`src/rtl/smm_pkg.sv`:
```
`default_nettype none

package smm_pkg;

  localparam int CMD_W  = 2;
  localparam int IDX_W  = 4;
  localparam int ELEM_W = 16;
  localparam int PROD_W = 2 * ELEM_W;
  localparam int ACC_W  = 36;
  localparam int DIM_W  = 5;

  localparam logic [DIM_W-1:0] DIM_RESET = 5'd16;

  localparam logic STATUS_OK  = 1'b0;
  localparam logic STATUS_ERR = 1'b1;

  typedef enum logic [CMD_W-1:0] {
    CMD_WRITE_A = 2'd0,
    CMD_WRITE_B = 2'd1,
    CMD_COMPUTE = 2'd2
  } smm_cmd_e;

  typedef enum logic [1:0] {
    ST_IDLE,
    ST_RUN,
    ST_DRAIN,
    ST_DONE
  } smm_state_e;

  typedef enum logic [1:0] {
    RSP_OK,
    RSP_ERR,
    RSP_ACC
  } smm_rsp_sel_e;

  typedef logic [DIM_W-1:0] smm_dim_t;

  typedef struct packed {
    logic [CMD_W-1:0]         command;
    logic [IDX_W-1:0]         row;
    logic [IDX_W-1:0]         col;
    logic signed [ELEM_W-1:0] element;
  } smm_req_t;

  typedef struct packed {
    logic signed [ACC_W-1:0] product_value;
    logic                    status;
  } smm_rsp_t;

  typedef struct packed {
    logic         start;
    logic         issue;
    logic         write_a;
    logic         write_b;
    logic         rsp_load;
    smm_rsp_sel_e rsp_sel;
  } smm_ctrl_t;

  typedef struct packed {
    logic pipe_busy;
  } smm_stat_t;

endpackage

`default_nettype wire

```
`src/rtl/smm_controller.sv`:
```
`default_nettype none

module smm_controller
  import smm_pkg::*;
#(
  parameter int MAX_DIM = 16
) (
  input  wire logic     clk,
  input  wire logic     rst,
  input  wire logic     req_valid,
  output logic          req_ready,
  input  wire smm_req_t req,
  output logic          rsp_valid,
  input  wire logic     rsp_ready,
  input  wire logic     cfg_valid,
  input  wire smm_dim_t cfg_dim,
  output smm_ctrl_t     ctrl,
  input  wire smm_stat_t stat
);

  localparam int CNT_W = $clog2(MAX_DIM + 1);

  smm_state_e       state;
  smm_state_e       state_next;
  smm_dim_t         dim;
  logic [CNT_W-1:0] dim_eff;
  logic [CNT_W-1:0] cnt;
  logic [CNT_W-1:0] cnt_next;
  logic [CNT_W-1:0] cnt_inc;
  logic             slot_free;
  logic             bad_index;
  logic             accept;

  always_ff @(posedge clk) begin
    if (rst) begin
      dim <= DIM_RESET;
    end else if (cfg_valid) begin
      dim <= cfg_dim;
    end
  end

  always_comb begin
    if (32'(dim) > 32'(MAX_DIM)) begin
      dim_eff = CNT_W'(MAX_DIM);
    end else begin
      dim_eff = CNT_W'(dim);
    end
  end

  assign slot_free = !rsp_valid || rsp_ready;
  assign bad_index = (32'(req.row) >= 32'(dim_eff)) || (32'(req.col) >= 32'(dim_eff));
  assign cnt_inc   = cnt + CNT_W'(1);
  assign accept    = req_valid && req_ready;

  always_ff @(posedge clk) begin
    if (rst) begin
      state     <= ST_IDLE;
      cnt       <= '0;
      rsp_valid <= 1'b0;
    end else begin
      state <= state_next;
      cnt   <= cnt_next;
      if (ctrl.rsp_load) begin
        rsp_valid <= 1'b1;
      end else if (rsp_ready) begin
        rsp_valid <= 1'b0;
      end
    end
  end

  always_comb begin
    state_next    = state;
    cnt_next      = cnt;
    req_ready     = 1'b0;
    ctrl.start    = 1'b0;
    ctrl.issue    = 1'b0;
    ctrl.write_a  = 1'b0;
    ctrl.write_b  = 1'b0;
    ctrl.rsp_load = 1'b0;
    ctrl.rsp_sel  = RSP_OK;
    case (state)
      ST_IDLE: begin
        req_ready = slot_free;
        if (accept) begin
          if (bad_index) begin
            ctrl.rsp_load = 1'b1;
            ctrl.rsp_sel  = RSP_ERR;
          end else begin
            case (req.command)
              CMD_WRITE_A: begin
                ctrl.write_a  = 1'b1;
                ctrl.rsp_load = 1'b1;
              end
              CMD_WRITE_B: begin
                ctrl.write_b  = 1'b1;
                ctrl.rsp_load = 1'b1;
              end
              CMD_COMPUTE: begin
                ctrl.start = 1'b1;
                cnt_next   = '0;
                state_next = ST_RUN;
              end
              default: begin
                ctrl.rsp_load = 1'b1;
                ctrl.rsp_sel  = RSP_ERR;
              end
            endcase
          end
        end
      end
      ST_RUN: begin
        ctrl.issue = 1'b1;
        cnt_next   = cnt_inc;
        if (cnt_inc == dim_eff) begin
          state_next = ST_DRAIN;
        end
      end
      ST_DRAIN: begin
        if (!stat.pipe_busy) begin
          state_next = ST_DONE;
        end
      end
      ST_DONE: begin
        if (slot_free) begin
          ctrl.rsp_load = 1'b1;
          ctrl.rsp_sel  = RSP_ACC;
          state_next    = ST_IDLE;
        end
      end
      default: begin
        state_next = ST_IDLE;
      end
    endcase
  end

endmodule

`default_nettype wire
```
`config.mk`:
```
export PLATFORM = sky130hd
export DESIGN_NAME = smm_controller
export DESIGN_NICKNAME = d
export VERILOG_FILES = /design/src/rtl/smm_pkg.sv /design/src/rtl/smm_controller.sv
export SDC_FILE = /design/constraint.sdc
export NUM_CORES = 1
export LEC_CHECK = 0
export BUFFER_PORTS_ARGS = -buffer_cell sky130_fd_sc_hd__buf_2
export CAP_MARGIN = 20
export CORE_MARGIN = 2
export CORE_UTILIZATION = 50
export CTS_CLUSTER_DIAMETER = 120
export DETAILED_ROUTE_END_ITERATION = 12
export PLACE_DENSITY_LB_ADDON = 0.08
export REMOVE_ABC_BUFFERS = 1
export SYNTH_ARGS = -nofsm -noshare
export SYNTH_HDL_FRONTEND = slang
export SYNTH_SLANG_ARGS = --single-unit
export TNS_END_PERCENT = 50
```
`constraint.sdc`:
```
create_clock -name clk -period 5.2 [get_ports clk]
set_clock_uncertainty 0.05 [all_clocks]
set_input_delay 0.26 -clock clk [delete_from_list [all_inputs] [get_ports clk]]
set_output_delay 0.26 -clock clk [all_outputs]
set_load 0.01 [all_outputs]
```
After elaboration in Yosys (flattened, before gate mapping)
Cells that the tools add are included.
{ "word_totals": {"out_inout_bits": 9, "elab_cells": 61, "register_bits": 13, "inputBits": 37} }
{ "classes": {"eq_ne": 12, "magnitude_cmp": 3, "mux": 30, "n_reduce_logical": 11, "add_sub_neg": 1} }
{ "ops": {"columns": ["operator", "count"], "rows": [
  ["two-way mux 5 bit", 5],
  ["two-way mux 2 bit", 8],
  ["two-way mux 1 bit", 12],
  [">= comparator 4 x 5 -> 1 bit", 2],
  ["!= test 2 bit, second input constant", 5],
  ["case mux 5 bit (2 select lines)", 1],
  ["case mux 2 bit (4 select lines)", 1],
  ["== test 2 bit, second input constant", 3],
  ["two-way mux 3 bit", 2],
  ["case mux 3 bit (2 select lines)", 1],
  ["AND reduction 6 bit", 1],
  ["adder 5 x 1 -> 5 bit, second input constant", 1],
  ["== test 5 bit", 1],
  ["> comparator 5 bit, second input constant", 1],
  ["== test 2 x 1 -> 1 bit, second input constant", 2],
  ["zero test 2 bit", 2],
  ["AND reduction 4 bit", 1],
  ["nonzero test 2 bit", 2],
  ["OR reduction 3 bit", 1],
  ["logical OR 1 bit", 2],
  ["!= test 2 x 1 -> 1 bit, second input constant", 1],
  ["logical AND 1 bit", 1],
  ["zero test 1 bit", 1]
]} }

Logic depth before layout (Yosys ltp)
{ "depth": {"ltp_word": 8, "mapped_depth": 8} }

Worst setup path after synthesis
No wires, ideal clock.
{ "synth_path": {"path_kind": "register to output", "from": "register dim[4]", "to": "output port ctrl[3] (netlist bit)", "path_slack_ns": 2.767, "required_ns": 4.890, "t_arrival_ns": 2.123, "n_path_buf": 0, "stages_incl_launch_ff": 8, "path_cell_list": "dfxtp_1 clkinv_1 nand2_1 ha_1 a211oi_1 o221ai_1 and2_1 nor4b_1"} }
{ "synth_rtl": {"columns": ["item", "line_no", "text"], "rows": [
  ["from (decl)", "smm_controller.sv:25", "smm_dim_t dim;"],
  ["from (signal assigned)", "smm_controller.sv:38", "dim <= cfg_dim;"],
  ["to (decl)", "smm_controller.sv:17", "output smm_ctrl_t ctrl,"]
]} }

==> impl_metrics.csv <==
group,metric,value,unit
floorplan,fp.dieH,50.9,um
sta,hold_viol,0,
floorplan,initial_core_util,54.5,%
global_route,grt_pass1_vias,992,
route,dr.pass1.iters,4,
route,drc_errors,0,
hold_path,hp-class,"primary input to register",
clock_network,clkSlewWorstSetupHoldPaths,0.10,ns
floorplan,rows,16,
job,drv_cap,0,
critical_path,reg2reg_from,"dim[4]$_SDFFE_PP1P_",
placed_design,place_area,1250,um^2
status,outcome,"complete, no violations",
sta,min_period_over_period,58.6,%
floorplan,boundaryPins,46,
global_route,grt_pass1_wl,4.15,mm
sta,max-slew-margin-rel,70.3,%
cells_and_area,nNetsFinal,210,
placed_design,place_inst,182,
hold_path,holdCritStartpoint,"cfg_dim[4]",
critical_path,critPathKind,"register to output pin",
critical_path,crit_path_end_kind,"output pin",
clock_network,cts_made_buffers,3,
synthesis,yosysSeqAreaShare,23.6,%
cells_and_area,area_delta_synth_final,16.0,%
clock_network,holdBufCountCts,0,
global_route,antenna_found_initial,0,
critical_path,worstPathArrival,2.74,ns
clock_network,worstSkewPairLatency,0.28,ns
route,finalWirelength,2.50,mm
critical_path,path_cells,"clkinv_1, nand2_1, ha_1, a211oi_1, o221ai_1, and2_1, nor4b_1, buf_2",
critical_path,crit_buf_inv,2,
floorplan,core_area,2020,um^2
synthesis,yosysWarnings,0,
critical_path,r2r_slack,2.48,ns
global_route,grt_max_degree,14,
placed_design,dp_hpwl,1.99,mm
power,leakagePower,0.000564,uW
critical_path,critPathTopFamily,"simple AND/OR/NAND/NOR gates",
hold_path,hold_end,"dim[4]$_SDFFE_PP1P_",
route,drtIter0Drc,21,
cells_and_area,finalNonFillerCells,186,
synthesis,synth-main-ff-cell,"dfxtp_1",
route,wl_per_cell,13.4,um
power,irDropWorstVdd,0.256,mV
placed_design,place_congestion,0.756,
clock_network,cts_tree,"done",
synthesis,synth-edff-count,0,
critical_path,start_kind,"register",
sta,setup_tns,0,ns
clock_network,cts.sinks,13,
clock_network,clk_path_buf_depth,2,
synthesis,synthDistinctLibCells,43,
critical_path,reg2regPathDepth,8,
placed_design,portBuffers,29,
clock_network,postCtsSetupBuffers,0,
synthesis,avgSynthCellArea,8.41,um^2
critical_path,crit_required,4.89,ns
clock_network,root_buffer,"clkbuf_4",
cells_and_area,final_cell_mix,"buf_2, nand2_1, inv_1, ha_1, dfxtp_1",
sta,rsz0062_at_grt,"no",
sta,whs,0.148,ns
global_route,grt_usage,20.4,%
hold_path,whs_path_depth,3,
cells_and_area,design_area,1280,um^2
cells_and_area,final_common_cell,"buf_2",
critical_path,r2r_end,"cnt[1]$_SDFFE_PP0P_",
cells_and_area,utilization,63.2,%
critical_path,max_stage_delay,0.43,ns
sta,fmax,328,MHz
sta,report.final.slew_viol_count,0,
critical_path,cpMaxStageDelayCell,"dfxtp_1",
floorplan,dieWidth,50.9,um
route,viasPerCell,5.65,
power,powerDensity,308,nW/um^2
sta,period_minus_slack,3.05,ns
route,drtAntennaViolNets,0,
sta,tightest_slew,0.445,ns
synthesis,async_flop_share,0,%
global_route,overflow,0,
clock_network,cts_resized,0,
synthesis,ys_ff_latch,13,
route,vias,1050,
cells_and_area,layout-drive-gt1-share,24.5,%
floorplan,dieArea,2590,um^2
synthesis,syn_area,1100,um^2
sta,setup_violations,0,
synthesis,netlist_instances,131,
cells_and_area,antenna_cells,0,
critical_path,critPathMaxFanout,9,
clock_network,htreeDepth,1,
==> where the power goes <==
group,switching [uW],leakage [uW],internal (uW),total (uW)
clock,38.0,0.0000177,28.5,66.5
sequential,11.3,0.000106,111,123
combinational,124,0.000440,81.2,205
total,173,0.000564,221,394
==> worst min-delay path, stage by stage <==
cell and delay [ns]:
buf_2 0.07, nand2_1 0.04, o211ai_1 0.07
==> synth_stat cells, types with 2 or more instances <==
master     n  area [um^2]
and2_1     2         12.5
ha_1      13          163
inv_1     13         48.8
a21oi_1    3         15.0
o21ai_0    3         15.0
o32ai_1    7         61.3
nor2_1     7         26.3
xnor2_1    3         26.3
dfxtp_1   13          260
nand2b_1   3         18.8
clkbuf_1   3         11.3
a211o_1    3         26.3
or4_1      2         15.0
mux2i_1    5         50.1
a31oi_1    3         18.8
nand2_1   17         63.8
nand3_1    3         15.0
a211oi_1   3         22.5
==> per-stage QoR <==
step / total power, uW / setup slack (ns)
2_1_floorplan: 263 / 2.77
6_report: 394 / 2.15
3_3_place_gp: 318 / 2.56
3_5_place_dp: 327 / 2.48
4_1_cts: 392 / 2.16
5_1_grt: 423 / 1.86
==> final cells by class <==
class,instances,area [um^2]
Clock buffer,3,22.5
Clock inverter,1,5.00
Fill cell,186,744
Inverter,14,52.6
Multi-Input combinational cell,99,758
Sequential cell,13,260
Tap cell,27,33.8
Timing Repair Buffer,29,145
==> cells by family (layout without fill, tap and decap cells) <==
kind of cell / after synthesis / in the layout / share of synthesized area [%]
mux: 5 / 5 / 4.55
compound gates: 32 / 32 / 23.6
fa+ha+maj: 13 / 13 / 14.8
xor+xnor: 5 / 5 / 5.34
simple gates: 44 / 44 / 20.6
buf+inv: 19 / 47 / 7.50
flops: 13 / 13 / 23.6
==> how the worst max path moves through the flow <==
stage / start / endpoint / slack [ns] / cells after the start
3_5_place_dp: dim[4]$_SDFFE_PP1P_ / ctrl[3] / 2.48 / 8
3_3_place_gp: dim[4]$_SDFFE_PP1P_ / ctrl[2] / 2.56 / 9
6_report: dim[4]$_SDFFE_PP1P_ / ctrl[3] / 2.15 / 8
2_1_floorplan: dim[4]$_SDFFE_PP1P_ / ctrl[3] / 2.77 / 7
4_1_cts: dim[4]$_SDFFE_PP1P_ / ctrl[3] / 2.16 / 8
5_1_grt: dim[4]$_SDFFE_PP1P_ / ctrl[3] / 1.86 / 8
==> routing by layer <==
metal	GRT usage (%)	routed length, um	share of wire, %
met5	0	0	0
met4	4.05	21	0.84
met3	2.63	106	4.2
met2	35.7	1130	45
met1	26.6	1240	50
==> state kept, by name (all words and copies together) (netlist names) <==
signal,flops
dim,5
state,2
rsp_valid,1
cnt,5
Note: power is estimated with default switching activity, not from simulation.
